### src/rtl/core/tmcf_pkg.sv
`default_nettype none

package tmcf_pkg;

  // fixed field widths
  localparam int SAMPLE_W = 16;
  localparam int CH_W     = 4;
  localparam int CNT_W    = 5;

  // per-channel sample counter saturates here
  localparam logic [CNT_W-1:0] COUNT_MAX = 5'd31;

  // default geometry
  localparam int CHANNELS_DEF = 12;
  localparam int WINDOW_DEF   = 8;

  // configuration port
  localparam int CFG_IDX_W  = 2;
  localparam int CFG_DATA_W = 8;

  localparam logic [CFG_IDX_W-1:0] REG_TRIM_TWO    = 2'd0;
  localparam logic [CFG_IDX_W-1:0] REG_REPORT_MODE = 2'd1;

  typedef struct packed {
    logic [CH_W-1:0]     channel;
    logic [SAMPLE_W-1:0] sample;
  } in_item_t;

  typedef struct packed {
    logic [CH_W-1:0]     out_channel;
    logic [SAMPLE_W-1:0] filtered;
  } out_item_t;

  typedef struct packed {
    logic trim_two;
    logic report_mode;
  } cfg_t;

  typedef struct packed {
    logic rd_en;
    logic wr_en;
  } mem_ctl_t;

endpackage

`default_nettype wire

### src/rtl/core/tmcf_window_ram.sv
`default_nettype none

// One row per channel, holding that channel's whole window. Registered read.
module tmcf_window_ram #(
  parameter int DEPTH = tmcf_pkg::CHANNELS_DEF,
  parameter int WIDTH = tmcf_pkg::WINDOW_DEF * tmcf_pkg::SAMPLE_W,
  localparam int AW   = (DEPTH > 1) ? $clog2(DEPTH) : 1
) (
  input  wire logic               clk,
  input  wire tmcf_pkg::mem_ctl_t ctl,
  input  wire logic [AW-1:0]      rd_addr,
  output logic      [WIDTH-1:0]   rd_data,
  input  wire logic [AW-1:0]      wr_addr,
  input  wire logic [WIDTH-1:0]   wr_data
);
  import tmcf_pkg::*;

  logic [WIDTH-1:0] mem_r [DEPTH];
  logic [WIDTH-1:0] rd_data_r;

  always_ff @(posedge clk) begin
    if (ctl.wr_en) begin
      mem_r[wr_addr] <= wr_data;
    end
    if (ctl.rd_en) begin
      rd_data_r <= mem_r[rd_addr];
    end
  end

  assign rd_data = rd_data_r;

endmodule

`default_nettype wire

### src/rtl/core/tmcf_extreme_tree.sv
`default_nettype none

// Pairwise min or max tree over one window with an exclusion mask.
// On ties the lower (older) slot wins.
module tmcf_extreme_tree #(
  parameter int WINDOW   = tmcf_pkg::WINDOW_DEF,
  parameter bit FIND_MAX = 1'b0,
  localparam int PW      = $clog2(WINDOW)
) (
  input  wire logic [WINDOW*tmcf_pkg::SAMPLE_W-1:0] vals_i,
  input  wire logic [WINDOW-1:0]                    excl_i,
  output logic      [tmcf_pkg::SAMPLE_W-1:0]        val_o,
  output logic      [PW-1:0]                        pos_o
);
  import tmcf_pkg::*;

  localparam int PAD   = 1 << PW;
  localparam int PAD_W = PAD * SAMPLE_W;

  logic [WINDOW-1:0]   keep;
  logic [PAD-1:0]      keep_pad;
  logic [PAD_W-1:0]    vals_pad;
  logic [SAMPLE_W-1:0] node_val [PW+1][PAD];
  logic [PW-1:0]       node_pos [PW+1][PAD];
  logic                node_ok  [PW+1][PAD];

  assign keep     = ~excl_i;
  assign keep_pad = PAD'(keep);
  assign vals_pad = PAD_W'(vals_i);

  always_comb begin
    logic better;
    logic pick_b;
    node_val = '{default: '0};
    node_pos = '{default: '0};
    node_ok  = '{default: 1'b0};
    // leaves
    for (int i = 0; i < PAD; i++) begin
      node_val[0][i] = vals_pad[i*SAMPLE_W +: SAMPLE_W];
      node_pos[0][i] = PW'(i);
      node_ok[0][i]  = keep_pad[i];
    end
    // reduce, left child holds the lower slots
    for (int l = 0; l < PW; l++) begin
      for (int j = 0; j < (PAD >> (l + 1)); j++) begin
        if (FIND_MAX) begin
          better = node_val[l][2*j+1] > node_val[l][2*j];
        end else begin
          better = node_val[l][2*j+1] < node_val[l][2*j];
        end
        pick_b = !node_ok[l][2*j] || (node_ok[l][2*j+1] && better);
        node_val[l+1][j] = pick_b ? node_val[l][2*j+1] : node_val[l][2*j];
        node_pos[l+1][j] = pick_b ? node_pos[l][2*j+1] : node_pos[l][2*j];
        node_ok[l+1][j]  = node_ok[l][2*j] || node_ok[l][2*j+1];
      end
    end
  end

  assign val_o = node_val[PW][0];
  assign pos_o = node_pos[PW][0];

endmodule

`default_nettype wire

### src/rtl/core/tmcf_front.sv
`default_nettype none

// Request intake, window read-modify-write and per-channel bookkeeping.
module tmcf_front #(
  parameter int CHANNELS = tmcf_pkg::CHANNELS_DEF,
  parameter int WINDOW   = tmcf_pkg::WINDOW_DEF,
  localparam int CH_AW   = (CHANNELS > 1) ? $clog2(CHANNELS) : 1,
  localparam int ROW_W   = WINDOW * tmcf_pkg::SAMPLE_W
) (
  input  wire logic                     clk,
  input  wire logic                     rst_n,
  input  wire tmcf_pkg::cfg_t           cfg,
  // request channel
  input  wire logic                     in_valid,
  output logic                          in_ready,
  input  wire tmcf_pkg::in_item_t       in_data,
  // window memory
  output tmcf_pkg::mem_ctl_t            mem_ctl,
  output logic [CH_AW-1:0]              rd_addr,
  input  wire logic [ROW_W-1:0]         rd_data,
  output logic [CH_AW-1:0]              wr_addr,
  output logic [ROW_W-1:0]              wr_data,
  // updated window toward the statistics stages
  output logic                          win_valid,
  input  wire logic                     win_ready,
  output logic [ROW_W-1:0]              win_row,
  output logic [tmcf_pkg::CH_W-1:0]     win_ch
);
  import tmcf_pkg::*;

  localparam logic [CNT_W-1:0] WIN_CNT = CNT_W'(WINDOW);

  // read stage
  logic                s1_v_r;
  logic [CH_W-1:0]     s1_ch_r;
  logic [SAMPLE_W-1:0] s1_smp_r;
  // last row written, for a same-channel request right behind it
  logic                fwd_v_r;
  logic [CH_W-1:0]     fwd_ch_r;
  logic [ROW_W-1:0]    fwd_row_r;
  // per-channel flags and sample counts
  logic [CHANNELS-1:0] seen_r;
  logic [CNT_W-1:0]    count_r [CHANNELS];
  // output stage
  logic                o_v_r;
  logic [CH_W-1:0]     o_ch_r;
  logic [ROW_W-1:0]    o_row_r;

  logic             adv_out;
  logic             adv_s1;
  logic             accept;
  logic             in_range;
  logic [CH_AW-1:0] s1_addr;
  logic [ROW_W-1:0] old_row;
  logic [ROW_W-1:0] new_row;
  logic [CNT_W-1:0] cnt_cur;
  logic [CNT_W-1:0] cnt_inc;
  logic [CNT_W-1:0] count_nxt;
  logic             emit;

  // handshake
  assign adv_out  = !o_v_r || win_ready;
  assign adv_s1   = !s1_v_r || adv_out;
  assign in_ready = adv_s1;
  assign accept   = in_valid && adv_s1;
  assign in_range = 32'(in_data.channel) < CHANNELS;
  assign s1_addr  = CH_AW'(s1_ch_r);

  // memory ports
  assign mem_ctl.rd_en = accept && in_range;
  assign mem_ctl.wr_en = adv_s1 && s1_v_r;
  assign rd_addr       = CH_AW'(in_data.channel);
  assign wr_addr       = s1_addr;
  assign wr_data       = new_row;

  // window update: fill on first sample, else shift oldest out
  always_comb begin
    old_row = (fwd_v_r && (fwd_ch_r == s1_ch_r)) ? fwd_row_r : rd_data;
    if (!seen_r[s1_addr]) begin
      new_row = {WINDOW{s1_smp_r}};
    end else begin
      new_row = {s1_smp_r, old_row[ROW_W-1:SAMPLE_W]};
    end
  end

  // sample count and report decision
  always_comb begin
    cnt_cur = count_r[s1_addr];
    cnt_inc = (cnt_cur < COUNT_MAX) ? cnt_cur + 5'd1 : cnt_cur;
    if (cfg.report_mode) begin
      emit      = cnt_inc >= WIN_CNT;
      count_nxt = emit ? '0 : cnt_inc;
    end else begin
      emit      = 1'b1;
      count_nxt = cnt_inc;
    end
  end

  // control state
  always_ff @(posedge clk) begin
    if (!rst_n) begin
      s1_v_r  <= 1'b0;
      fwd_v_r <= 1'b0;
      o_v_r   <= 1'b0;
      seen_r  <= '0;
      count_r <= '{default: '0};
    end else begin
      if (adv_s1) begin
        s1_v_r  <= accept && in_range;
        fwd_v_r <= s1_v_r;
      end
      if (adv_s1 && s1_v_r) begin
        seen_r[s1_addr]  <= 1'b1;
        count_r[s1_addr] <= count_nxt;
      end
      if (adv_out) begin
        o_v_r <= s1_v_r && emit;
      end
    end
  end

  // payload
  always_ff @(posedge clk) begin
    if (accept) begin
      s1_ch_r  <= in_data.channel;
      s1_smp_r <= in_data.sample;
    end
    if (adv_s1) begin
      fwd_ch_r  <= s1_ch_r;
      fwd_row_r <= new_row;
    end
    if (adv_out && s1_v_r) begin
      o_ch_r  <= s1_ch_r;
      o_row_r <= new_row;
    end
  end

  assign win_valid = o_v_r;
  assign win_row   = o_row_r;
  assign win_ch    = o_ch_r;

endmodule

`default_nettype wire

### src/rtl/core/tmcf_stats.sv
`default_nettype none

// Window sum and extremes, then the trimmed numerator. Three stages.
module tmcf_stats #(
  parameter int WINDOW  = tmcf_pkg::WINDOW_DEF,
  localparam int ROW_W  = WINDOW * tmcf_pkg::SAMPLE_W,
  localparam int NUM_W  = tmcf_pkg::SAMPLE_W + $clog2(WINDOW)
) (
  input  wire logic                     clk,
  input  wire logic                     rst_n,
  input  wire tmcf_pkg::cfg_t           cfg,
  input  wire logic                     win_valid,
  output logic                          win_ready,
  input  wire logic [ROW_W-1:0]         win_row,
  input  wire logic [tmcf_pkg::CH_W-1:0] win_ch,
  output logic                          num_valid,
  input  wire logic                     num_ready,
  output logic [NUM_W-1:0]              num_value,
  output logic [tmcf_pkg::CH_W-1:0]     num_ch
);
  import tmcf_pkg::*;

  localparam int LVL   = $clog2(WINDOW);
  localparam int PAD   = 1 << LVL;
  localparam int PAD_W = PAD * SAMPLE_W;

  // stage A: sum, first extremes
  logic                a_v_r;
  logic [NUM_W-1:0]    a_sum_r;
  logic [SAMPLE_W-1:0] a_lo_r;
  logic [SAMPLE_W-1:0] a_hi_r;
  logic [LVL-1:0]      a_lo_pos_r;
  logic [LVL-1:0]      a_hi_pos_r;
  logic [ROW_W-1:0]    a_row_r;
  logic [CH_W-1:0]     a_ch_r;
  // stage B: second extremes
  logic                b_v_r;
  logic [NUM_W-1:0]    b_base_r;
  logic [SAMPLE_W-1:0] b_lo2_r;
  logic [SAMPLE_W-1:0] b_hi2_r;
  logic [CH_W-1:0]     b_ch_r;
  // stage C: numerator
  logic                c_v_r;
  logic [NUM_W-1:0]    c_num_r;
  logic [CH_W-1:0]     c_ch_r;

  logic adv_a;
  logic adv_b;
  logic adv_c;

  logic [PAD_W-1:0]    row_pad;
  logic [NUM_W-1:0]    sum_lvl [LVL+1][PAD];
  logic [SAMPLE_W-1:0] lo_val;
  logic [SAMPLE_W-1:0] hi_val;
  logic [LVL-1:0]      lo_pos;
  logic [LVL-1:0]      hi_pos;
  logic [WINDOW-1:0]   excl_lo;
  logic [WINDOW-1:0]   excl_hi;
  logic [SAMPLE_W-1:0] lo2_val;
  logic [SAMPLE_W-1:0] hi2_val;
  logic [LVL-1:0]      lo2_pos;
  logic [LVL-1:0]      hi2_pos;

  assign adv_c     = !c_v_r || num_ready;
  assign adv_b     = !b_v_r || adv_c;
  assign adv_a     = !a_v_r || adv_b;
  assign win_ready = adv_a;

  // adder tree over the incoming window
  assign row_pad = PAD_W'(win_row);

  always_comb begin
    sum_lvl = '{default: '0};
    for (int i = 0; i < PAD; i++) begin
      sum_lvl[0][i] = NUM_W'(row_pad[i*SAMPLE_W +: SAMPLE_W]);
    end
    for (int l = 0; l < LVL; l++) begin
      for (int j = 0; j < (PAD >> (l + 1)); j++) begin
        sum_lvl[l+1][j] = sum_lvl[l][2*j] + sum_lvl[l][2*j+1];
      end
    end
  end

  tmcf_extreme_tree #(.WINDOW(WINDOW), .FIND_MAX(1'b0)) u_min (
    .vals_i (win_row),
    .excl_i ('0),
    .val_o  (lo_val),
    .pos_o  (lo_pos)
  );

  tmcf_extreme_tree #(.WINDOW(WINDOW), .FIND_MAX(1'b1)) u_max (
    .vals_i (win_row),
    .excl_i ('0),
    .val_o  (hi_val),
    .pos_o  (hi_pos)
  );

  // second extremes skip the slot of the first one
  always_comb begin
    for (int k = 0; k < WINDOW; k++) begin
      excl_lo[k] = LVL'(k) == a_lo_pos_r;
      excl_hi[k] = LVL'(k) == a_hi_pos_r;
    end
  end

  tmcf_extreme_tree #(.WINDOW(WINDOW), .FIND_MAX(1'b0)) u_min2 (
    .vals_i (a_row_r),
    .excl_i (excl_lo),
    .val_o  (lo2_val),
    .pos_o  (lo2_pos)
  );

  tmcf_extreme_tree #(.WINDOW(WINDOW), .FIND_MAX(1'b1)) u_max2 (
    .vals_i (a_row_r),
    .excl_i (excl_hi),
    .val_o  (hi2_val),
    .pos_o  (hi2_pos)
  );

  // stage valids
  always_ff @(posedge clk) begin
    if (!rst_n) begin
      a_v_r <= 1'b0;
      b_v_r <= 1'b0;
      c_v_r <= 1'b0;
    end else begin
      if (adv_a) a_v_r <= win_valid;
      if (adv_b) b_v_r <= a_v_r;
      if (adv_c) c_v_r <= b_v_r;
    end
  end

  // stage payloads
  always_ff @(posedge clk) begin
    if (adv_a && win_valid) begin
      a_sum_r    <= sum_lvl[LVL][0];
      a_lo_r     <= lo_val;
      a_hi_r     <= hi_val;
      a_lo_pos_r <= lo_pos;
      a_hi_pos_r <= hi_pos;
      a_row_r    <= win_row;
      a_ch_r     <= win_ch;
    end
    if (adv_b && a_v_r) begin
      b_base_r <= a_sum_r - NUM_W'(a_lo_r) - NUM_W'(a_hi_r);
      b_lo2_r  <= lo2_val;
      b_hi2_r  <= hi2_val;
      b_ch_r   <= a_ch_r;
    end
    if (adv_c && b_v_r) begin
      c_num_r <= cfg.trim_two ? b_base_r - NUM_W'(b_lo2_r) - NUM_W'(b_hi2_r) : b_base_r;
      c_ch_r  <= b_ch_r;
    end
  end

  assign num_valid = c_v_r;
  assign num_value = c_num_r;
  assign num_ch    = c_ch_r;

endmodule

`default_nettype wire

### src/rtl/core/tmcf_divider.sv
`default_nettype none

// Division by WINDOW-2 or WINDOW-4 through an exact reciprocal multiply:
// multiplier ceil(2^s/d) with s = numerator width + clog2(d) gives the
// truncated quotient with no correction step. Ends in the output register.
module tmcf_divider #(
  parameter int WINDOW = tmcf_pkg::WINDOW_DEF,
  localparam int NUM_W = tmcf_pkg::SAMPLE_W + $clog2(WINDOW)
) (
  input  wire logic                      clk,
  input  wire logic                      rst_n,
  input  wire tmcf_pkg::cfg_t            cfg,
  input  wire logic                      num_valid,
  output logic                           num_ready,
  input  wire logic [NUM_W-1:0]          num_value,
  input  wire logic [tmcf_pkg::CH_W-1:0] num_ch,
  output logic                           out_valid,
  input  wire logic                      out_ready,
  output tmcf_pkg::out_item_t            out_data
);
  import tmcf_pkg::*;

  localparam int DIV1   = WINDOW - 2;
  localparam int DIV2   = WINDOW - 4;
  localparam int SH1    = NUM_W + $clog2(DIV1);
  localparam int SH2    = NUM_W + $clog2(DIV2);
  localparam int M_W    = SH1 + 1;
  localparam int PROD_W = NUM_W + M_W;
  localparam logic [M_W-1:0] MUL1 =
    M_W'(((64'd1 << SH1) + 64'(DIV1) - 64'd1) / 64'(DIV1));
  localparam logic [M_W-1:0] MUL2 =
    M_W'(((64'd1 << SH2) + 64'(DIV2) - 64'd1) / 64'(DIV2));

  logic              p_v_r;
  logic [PROD_W-1:0] p_prod_r;
  logic              p_trim_r;
  logic [CH_W-1:0]   p_ch_r;
  logic              out_valid_r;
  out_item_t         out_data_r;

  logic              adv_o;
  logic              adv_p;
  logic [M_W-1:0]    mult_sel;
  logic [PROD_W-1:0] quot;

  assign adv_o     = !out_valid_r || out_ready;
  assign adv_p     = !p_v_r || adv_o;
  assign num_ready = adv_p;

  assign mult_sel = cfg.trim_two ? MUL2 : MUL1;
  assign quot     = p_trim_r ? (p_prod_r >> SH2) : (p_prod_r >> SH1);

  // stage valids
  always_ff @(posedge clk) begin
    if (!rst_n) begin
      p_v_r       <= 1'b0;
      out_valid_r <= 1'b0;
    end else begin
      if (adv_p) p_v_r       <= num_valid;
      if (adv_o) out_valid_r <= p_v_r;
    end
  end

  // product, then quotient into the output register
  always_ff @(posedge clk) begin
    if (adv_p && num_valid) begin
      p_prod_r <= PROD_W'(num_value) * PROD_W'(mult_sel);
      p_trim_r <= cfg.trim_two;
      p_ch_r   <= num_ch;
    end
    if (adv_o && p_v_r) begin
      out_data_r.out_channel <= p_ch_r;
      out_data_r.filtered    <= SAMPLE_W'(quot);
    end
  end

  assign out_valid = out_valid_r;
  assign out_data  = out_data_r;

endmodule

`default_nettype wire

### src/rtl/core/trimmed_mean_channel_filter_core.sv
// Trimmed-mean filter with one sliding window per converter channel.
// Requests come in on in_valid/in_ready with a channel number and a sample;
// results leave on out_valid/out_ready with the channel and the mean of its
// window after dropping the smallest and largest value (two of each when
// trim_two is set). In report mode 1 a result is made only once per WINDOW
// samples of a channel; other requests update the window and yield nothing.
// Requests for a channel number of CHANNELS or more are taken and dropped.
// Configuration: cfg_valid/cfg_ready with cfg_index 0 (trim_two) or
// 1 (report_mode), bit 0 of cfg_data; write only while the core is idle.
// Throughput: one request per clock while out_ready is high, set by the
// single read-modify-write of a channel's window row in the memory stage; a
// request for the channel just before it picks the new row from a
// forwarding register. Reset clears configuration, per-channel first-sample
// flags and counts and all pipeline valids; the window memory is not cleared,
// a channel's first sample fills its row. When out_ready is low the pipeline
// keeps accepting until every stage holds a request, then in_ready drops;
// nothing is lost.
`default_nettype none

module trimmed_mean_channel_filter_core #(
  parameter int CHANNELS = tmcf_pkg::CHANNELS_DEF,
  parameter int WINDOW   = tmcf_pkg::WINDOW_DEF
) (
  input  wire logic                            clk,
  input  wire logic                            rst_n,
  // configuration
  input  wire logic                            cfg_valid,
  output logic                                 cfg_ready,
  input  wire logic [tmcf_pkg::CFG_IDX_W-1:0]  cfg_index,
  input  wire logic [tmcf_pkg::CFG_DATA_W-1:0] cfg_data,
  // requests
  input  wire logic                            in_valid,
  output logic                                 in_ready,
  input  wire tmcf_pkg::in_item_t              in_data,
  // results
  output logic                                 out_valid,
  input  wire logic                            out_ready,
  output tmcf_pkg::out_item_t                  out_data
);
  import tmcf_pkg::*;

  localparam int CH_AW = (CHANNELS > 1) ? $clog2(CHANNELS) : 1;
  localparam int ROW_W = WINDOW * SAMPLE_W;
  localparam int NUM_W = SAMPLE_W + $clog2(WINDOW);

  cfg_t cfg_r;

  mem_ctl_t         mem_ctl;
  logic [CH_AW-1:0] rd_addr;
  logic [ROW_W-1:0] rd_data;
  logic [CH_AW-1:0] wr_addr;
  logic [ROW_W-1:0] wr_data;

  logic             win_valid;
  logic             win_ready;
  logic [ROW_W-1:0] win_row;
  logic [CH_W-1:0]  win_ch;

  logic             num_valid;
  logic             num_ready;
  logic [NUM_W-1:0] num_value;
  logic [CH_W-1:0]  num_ch;

  // configuration registers
  assign cfg_ready = 1'b1;

  always_ff @(posedge clk) begin
    if (!rst_n) begin
      cfg_r <= '0;
    end else if (cfg_valid) begin
      unique case (cfg_index)
        REG_TRIM_TWO:    cfg_r.trim_two    <= cfg_data[0];
        REG_REPORT_MODE: cfg_r.report_mode <= cfg_data[0];
        default: ;
      endcase
    end
  end

  tmcf_window_ram #(.DEPTH(CHANNELS), .WIDTH(ROW_W)) u_ram (
    .clk     (clk),
    .ctl     (mem_ctl),
    .rd_addr (rd_addr),
    .rd_data (rd_data),
    .wr_addr (wr_addr),
    .wr_data (wr_data)
  );

  tmcf_front #(.CHANNELS(CHANNELS), .WINDOW(WINDOW)) u_front (
    .clk       (clk),
    .rst_n     (rst_n),
    .cfg       (cfg_r),
    .in_valid  (in_valid),
    .in_ready  (in_ready),
    .in_data   (in_data),
    .mem_ctl   (mem_ctl),
    .rd_addr   (rd_addr),
    .rd_data   (rd_data),
    .wr_addr   (wr_addr),
    .wr_data   (wr_data),
    .win_valid (win_valid),
    .win_ready (win_ready),
    .win_row   (win_row),
    .win_ch    (win_ch)
  );

  tmcf_stats #(.WINDOW(WINDOW)) u_stats (
    .clk       (clk),
    .rst_n     (rst_n),
    .cfg       (cfg_r),
    .win_valid (win_valid),
    .win_ready (win_ready),
    .win_row   (win_row),
    .win_ch    (win_ch),
    .num_valid (num_valid),
    .num_ready (num_ready),
    .num_value (num_value),
    .num_ch    (num_ch)
  );

  tmcf_divider #(.WINDOW(WINDOW)) u_div (
    .clk       (clk),
    .rst_n     (rst_n),
    .cfg       (cfg_r),
    .num_valid (num_valid),
    .num_ready (num_ready),
    .num_value (num_value),
    .num_ch    (num_ch),
    .out_valid (out_valid),
    .out_ready (out_ready),
    .out_data  (out_data)
  );

endmodule

`default_nettype wire

### config.mk
export PLATFORM = sky130hd
export DESIGN_NAME = trimmed_mean_channel_filter_core
export DESIGN_NICKNAME = d
export VERILOG_FILES = /design/src/rtl/core/tmcf_pkg.sv /design/src/rtl/core/tmcf_window_ram.sv /design/src/rtl/core/tmcf_extreme_tree.sv /design/src/rtl/core/tmcf_front.sv /design/src/rtl/core/tmcf_stats.sv /design/src/rtl/core/tmcf_divider.sv /design/src/rtl/core/trimmed_mean_channel_filter_core.sv
export SDC_FILE = /design/constraint.sdc
export NUM_CORES = 2
export LEC_CHECK = 0
export BUFFER_PORTS_ARGS = -buffer_cell sky130_fd_sc_hd__buf_2
export CAP_MARGIN = 40
export CORE_ASPECT_RATIO = 1.2
export CORE_MARGIN = 10
export CORE_UTILIZATION = 40
export DETAILED_ROUTE_END_ITERATION = 10
export GPL_TIMING_DRIVEN = 0
export PLACE_DENSITY = 0.59
export SETUP_SLACK_MARGIN = 0.4
export SLEW_MARGIN = 30
export SYNTH_ARGS = -nofsm -noshare
export SYNTH_HDL_FRONTEND = slang
export SYNTH_SLANG_ARGS = --single-unit
### constraint.sdc
create_clock -name clk -period 30.6 [get_ports clk]
set_input_delay 6.12 -clock clk [delete_from_list [all_inputs] [get_ports clk]]
set_output_delay 6.12 -clock clk [all_outputs]
set_load 0.01 [all_outputs]
After elaboration in Yosys (flattened, before gate mapping). Memory sizes are Yosys's and may differ from the RTL's. A register that Yosys moved wholly into a read port is not among the register bits. Cells that the tools add are included.

Memories kept: 1. Register bits after elaboration: 696. Bits in writable memories: 1536.

Reduce and logical (&&, ||, !) cells: 86. Bitwise logic cells: 4. Muxes and demuxes: 63. Add/subtract/negate cells: 12. Multiply operators: 1. Magnitude comparators: 35. Eq/ne operators: 16.

Memory list: u_ram.mem_r (words 12, width 128, rd ports 1, clocked after memory_dff 1, write ports 1, line tmcf_window_ram.sv:18) `logic [WIDTH-1:0] mem_r [DEPTH];`.

Operators with widths (number): 2-to-1 mux 16 bit (29); greater-than comparator 16 bit (14); less-than comparator 16 bit (14); 2-to-1 mux 128 bit (1); 2-to-1 mux 112 bit (1); subtractor 19 x 16 -> 19 bit (4); adder 16 x 16 -> 17 bit (4); bitwise mux 60 bit (1); adder 19 bit (3); multiplier 19 x 20 -> 38 bit (1); logical OR 1 bit (33); 2-to-1 mux 5 bit (6); logical AND 1 bit (27); equality test 3 bit (first input constant) (8); logical NOT 1 bit (21); binary-select mux 5 bit (select 4 bit) (1); demux 5 bit (select 4 bit) (1); 2-to-1 mux 19 bit (1); 2-to-1 mux 18 bit (1); inverter 8 bit (2); 2-to-1 mux 1 bit (13); equality test 2 x 3 -> 1 bit (first input constant) (4); bitwise OR 12 bit (1); 2-to-1 mux 2 bit (4); other kinds (18) (22).

Longest topological paths before layout.
Depth in word-level cells: 13. Depth in mapped cells: 37. Mapped depth without buffers: 32.

Cells and area by module. Synthesis repeated with hierarchy kept, for this count alone.

Cells, all modules: 7754. Area, all modules: 114448.5 sq um.

Modules (own cells, without submodules): tmcf_window_ram (area an instance 61280.0 sq um, times used 1, cells an instance 2595); tmcf_stats (area an instance 14874.3 sq um, times used 1, cells an instance 1120); tmcf_front (area an instance 13396.6 sq um, times used 1, cells an instance 1034); tmcf_extreme_tree (u_stats.u_max ...) (area an instance 4360.4 sq um, times used 2, cells an instance 547); tmcf_extreme_tree (u_stats.u_min ...) (area an instance 4337.9 sq um, times used 2, cells an instance 599); tmcf_divider (area an instance 7398.3 sq um, times used 1, cells an instance 702); trimmed_mean_channel_filter_core (area an instance 102.6 sq um, times used 1, cells an instance 11).

Worst setup path after synthesis. Ideal clock, no wire load.

Path type: input -> register. Start point: in out_ready. End point: reg u_stats.a_ch_r[0] (enable). Path slack: 9265 ps. Path buffers: 1. Required time: 29574 ps. Stages on the path: 5. Library setup time: 1026 ps. Data arrival time: 20309 ps. Cell sequence: nor2b_1 -> and3_1 -> and2_1 -> clkbuf_1 -> a21boi_0.

Word-level cells in the longest chain between the ends: 6.

RTL lines: start: declaration (line trimmed_mean_channel_filter_core.sv:37) `input wire logic out_ready,`; logical OR 1 bit (line tmcf_divider.sv:46) `assign adv_o = !out_valid_r || out_ready;`; logical OR 1 bit (line tmcf_divider.sv:47) `assign adv_p = !p_v_r || adv_o;`; logical OR 1 bit (line tmcf_stats.sv:64) `assign adv_c = !c_v_r || num_ready;`; logical OR 1 bit (line tmcf_stats.sv:65) `assign adv_b = !b_v_r || adv_c;`; logical OR 1 bit (line tmcf_stats.sv:66) `assign adv_a = !a_v_r || adv_b;`; logical AND 1 bit (line tmcf_stats.sv:135) `if (adv_a && win_valid) begin`; end signal: assignment (line tmcf_stats.sv:142) `a_ch_r <= win_ch;`; end: declaration (line tmcf_stats.sv:35) `logic [CH_W-1:0] a_ch_r;`.

No other way between the ends. A chain may end at the register's enable or synchronous reset.

Final worst setup path.
Start point: in out_ready. End point: out in_ready.

Word-level cells in the longest chain between the ends: 7.

RTL lines: logical OR 1 bit (line tmcf_divider.sv:46); logical OR 1 bit (line tmcf_divider.sv:47); logical OR 1 bit (line tmcf_stats.sv:64); logical OR 1 bit (line tmcf_stats.sv:65); logical OR 1 bit (line tmcf_stats.sv:66); logical OR 1 bit (line tmcf_front.sv:62) `assign adv_out = !o_v_r || win_ready;`; logical OR 1 bit (line tmcf_front.sv:63) `assign adv_s1 = !s1_v_r || adv_out;`; end: declaration (line trimmed_mean_channel_filter_core.sv:33) `output logic in_ready,`.

No other way between the ends.

==> metrics.cfg <==
[outcome]
outcome=finished clean

[timing]
rsz0062_at_grt=false
fin_skew_ns=0.0922
setup-violations-final=0
slew_headroom_pct=35.8
post-route-period-util_pct=47.1
worst_pin_slew_ns=0.961
hold_viol=0
fin_setup_tns_ns=0
fin_crit_ns=14.42
fmax_mhz=69.3
slew_violations=0

[global_route]
grt_max_degree=91
grt_pass1_vias=60900
grt_first_pass_wirelength_um=419000
grt.total_usage_pct=20.5
antenna_found_initial=9
overflow=0

[setup_path]
crit_required_ns=24.48
worstPathArrival_ns=8.30
cp-start-kind=input port
worstPathMaxFanout=8
end_kind=output pin
ff2ff_path_depth=32
critPathKind=in -> out

[route]
drc=0
avgRoutedWirePerCell_um=26.7
wirelength_um=290000
drt_iter0_markers=5137
viasPerCell=5.50
firstDrtPassIters=5
antenna_left=0
vias=59700

[clocking]
post_cts_buffers=0
clockBufferDepth=4
clk_latency_ns=0.89
ctsResizeCount=0
cts_tree=built
cts.sinks=2115
htree_levels=4
clkTransAtPathRegs_ns=0.06
clk_root_buffer_cell=clkbuf_16
cts_buffers=210
holdBufCountCts=0

[place]
gp_congestion=0.946
port_buffers=48
place_inst=10500
place_hpwl_um=215000

[yosys]
synthTopCellsByArea=edfxtp_1, mux4_2, ha_1, mux2i_1, fa_1
postSynth.asyncResetShare_pct=0
syn_inst=6847
synth-seq-area-share_pct=61.3
synth_top_area_cell=edfxtp_1
synth-edff-count=2033
yosysMostFrequentCell=edfxtp_1
yosysWarnings=0
synth_nets=7637
synth-seq-cells=2115
synth_flop_cell=edfxtp_1
ys_top_cells_by_count=edfxtp_1, inv_1, ha_1, nand2_1, mux2i_1
netlist_area_sq_mm=0.102
avgSynthCellArea_sq_um=14.9
synth_top_area_share_pct=59.7
ys_types=79

[cells_and_area]
area_growth_pct=15.0
fill_cells=22000
layout.nets=8109
stdcell_count=10900
drive_gt1_share_pct=16.0

[hold_path]
hold_class=reg -> reg
min_path_cells=0

[die]
ios=58
die_w_um=481
die_h_um=574
core_area_sq_mm=0.255
dieArea_sq_mm=0.276
row_count=203
start_util_pct=40.2

[power]
ir_worst_vdd_mv=0.0577
power_density_mw_per_mm2=63.0
leakagePower_nw=43.7

[job]
cap_violations=0

## stage by stage
| step | setup slack, ns | utilization, % | power, W | instance area [sq um] | hold WS, ns |
|---|---|---|---|---|---|
| floorplan | 9.26 | - | 0.00438 | 102000 | 0.400 |
| global placement | 1.90 | 41.9 | 0.00484 | 107000 | 0.411 |
| detailed placement | 16.16 | 43.4 | 0.00489 | 110000 | 0.405 |
| CTS | 16.15 | 46.0 | 0.00745 | 117000 | 0.418 |
| global route | 16.08 | 46.2 | 0.00772 | 118000 | 0.437 |
| finish | 16.18 | 46.2 | 0.00740 | 118000 | 0.417 |
## power by group
| group | internal [W] | switching, W | total (W) |
|---|---|---|---|
| clock | 0.00146 | 0.00109 | 0.00256 |
| sequential | 0.00332 | 0.0000524 | 0.00337 |
| combinational | 0.000575 | 0.000897 | 0.00147 |
## state kept, by name (all words and copies together) (netlist names), 17 cells and up
signal	count
u_stats.b_base_r	19
u_div.out_data	20
u_front.win_row	128
u_front.count_r	60
u_stats.a_sum_r	19
u_stats.num_value	19
u_front.fwd_row_r	112
u_ram.mem_r	1344
u_stats.a_row_r	128
u_div.p_prod_r	17
u_ram.rd_data	112
## layout make-up
class	instances	area (sq um)	area share, %
antenna	6	15.0	0.0128
buffer	246	998	0.850
clock buffer	252	5480	4.66
clock inverter	122	1210	1.03
inverter	697	2690	2.29
multi-input combinational	3789	36900	31.4
sequential	2115	62700	53.3
tap	3382	4230	3.60
timing repair buffer	260	3360	2.86
## final timing paths
path              slack, ns                  to           startpoint
hold reg to reg        0.42     u_div.p_ch_r[2]    u_stats.num_ch[2]
hold / removal         0.42     u_div.p_ch_r[2]    u_stats.num_ch[2]
setup reg to reg      20.54  u_stats.a_hi_r[14]  u_front.win_row[47]
setup / recovery      16.18            in_ready            out_ready
## logic make-up (layout without fill, tap and decap cells)
| family | after synthesis | count (layout) | synth area share (%) |
|---|---|---|---|
| other | 1 | 7 | 0.00367 |
| XOR/XNOR | 117 | 117 | 1.00 |
| flip-flops | 2115 | 2115 | 61.3 |
| multiplexers | 846 | 846 | 12.8 |
| buffers and inverters | 943 | 1577 | 3.49 |
| AO/OA/AOI/OAI | 976 | 976 | 5.96 |
| AND/OR/NAND/NOR | 1094 | 1094 | 4.88 |
| adder cells (fa/ha/maj) | 755 | 755 | 10.6 |
## cells in the final DEF (no fill, tap or decap), types with 71 or more instances in the layout
| master | instances |
|---|---|
| buf_2 | 86 |
| mux4_2 | 354 |
| clkbuf_1 | 187 |
| a21o_1 | 82 |
| o21ai_0 | 198 |
| a21oi_1 | 278 |
| clkbuf_16 | 213 |
| edfxtp_1 | 2033 |
| fa_1 | 181 |
| nor2_1 | 199 |
| inv_1 | 686 |
| dfxtp_1 | 82 |
| ha_1 | 574 |
| a31oi_2 | 84 |
| nor2b_1 | 77 |
| nand2_1 | 495 |
| o21a_1 | 71 |
| mux2_2 | 93 |
| mux2i_1 | 383 |
| xnor2_1 | 82 |
## layer usage
layer	GRT usage (%)	share of wire, %
met1	25.3	39
met5	0	0.0045
met4	9.08	5.1
met3	2.47	5.3
met2	36.2	51
## worst max-delay path, stage by stage
cell	delay, ns
buf_2	0.10
nor2b_1	0.50
and3_1	0.33
and2_1	0.15
clkbuf_1	0.41
nand4_1	0.30
buf_6	0.24
buf_2	0.15
Note: power is estimated with default switching activity, not from simulation.
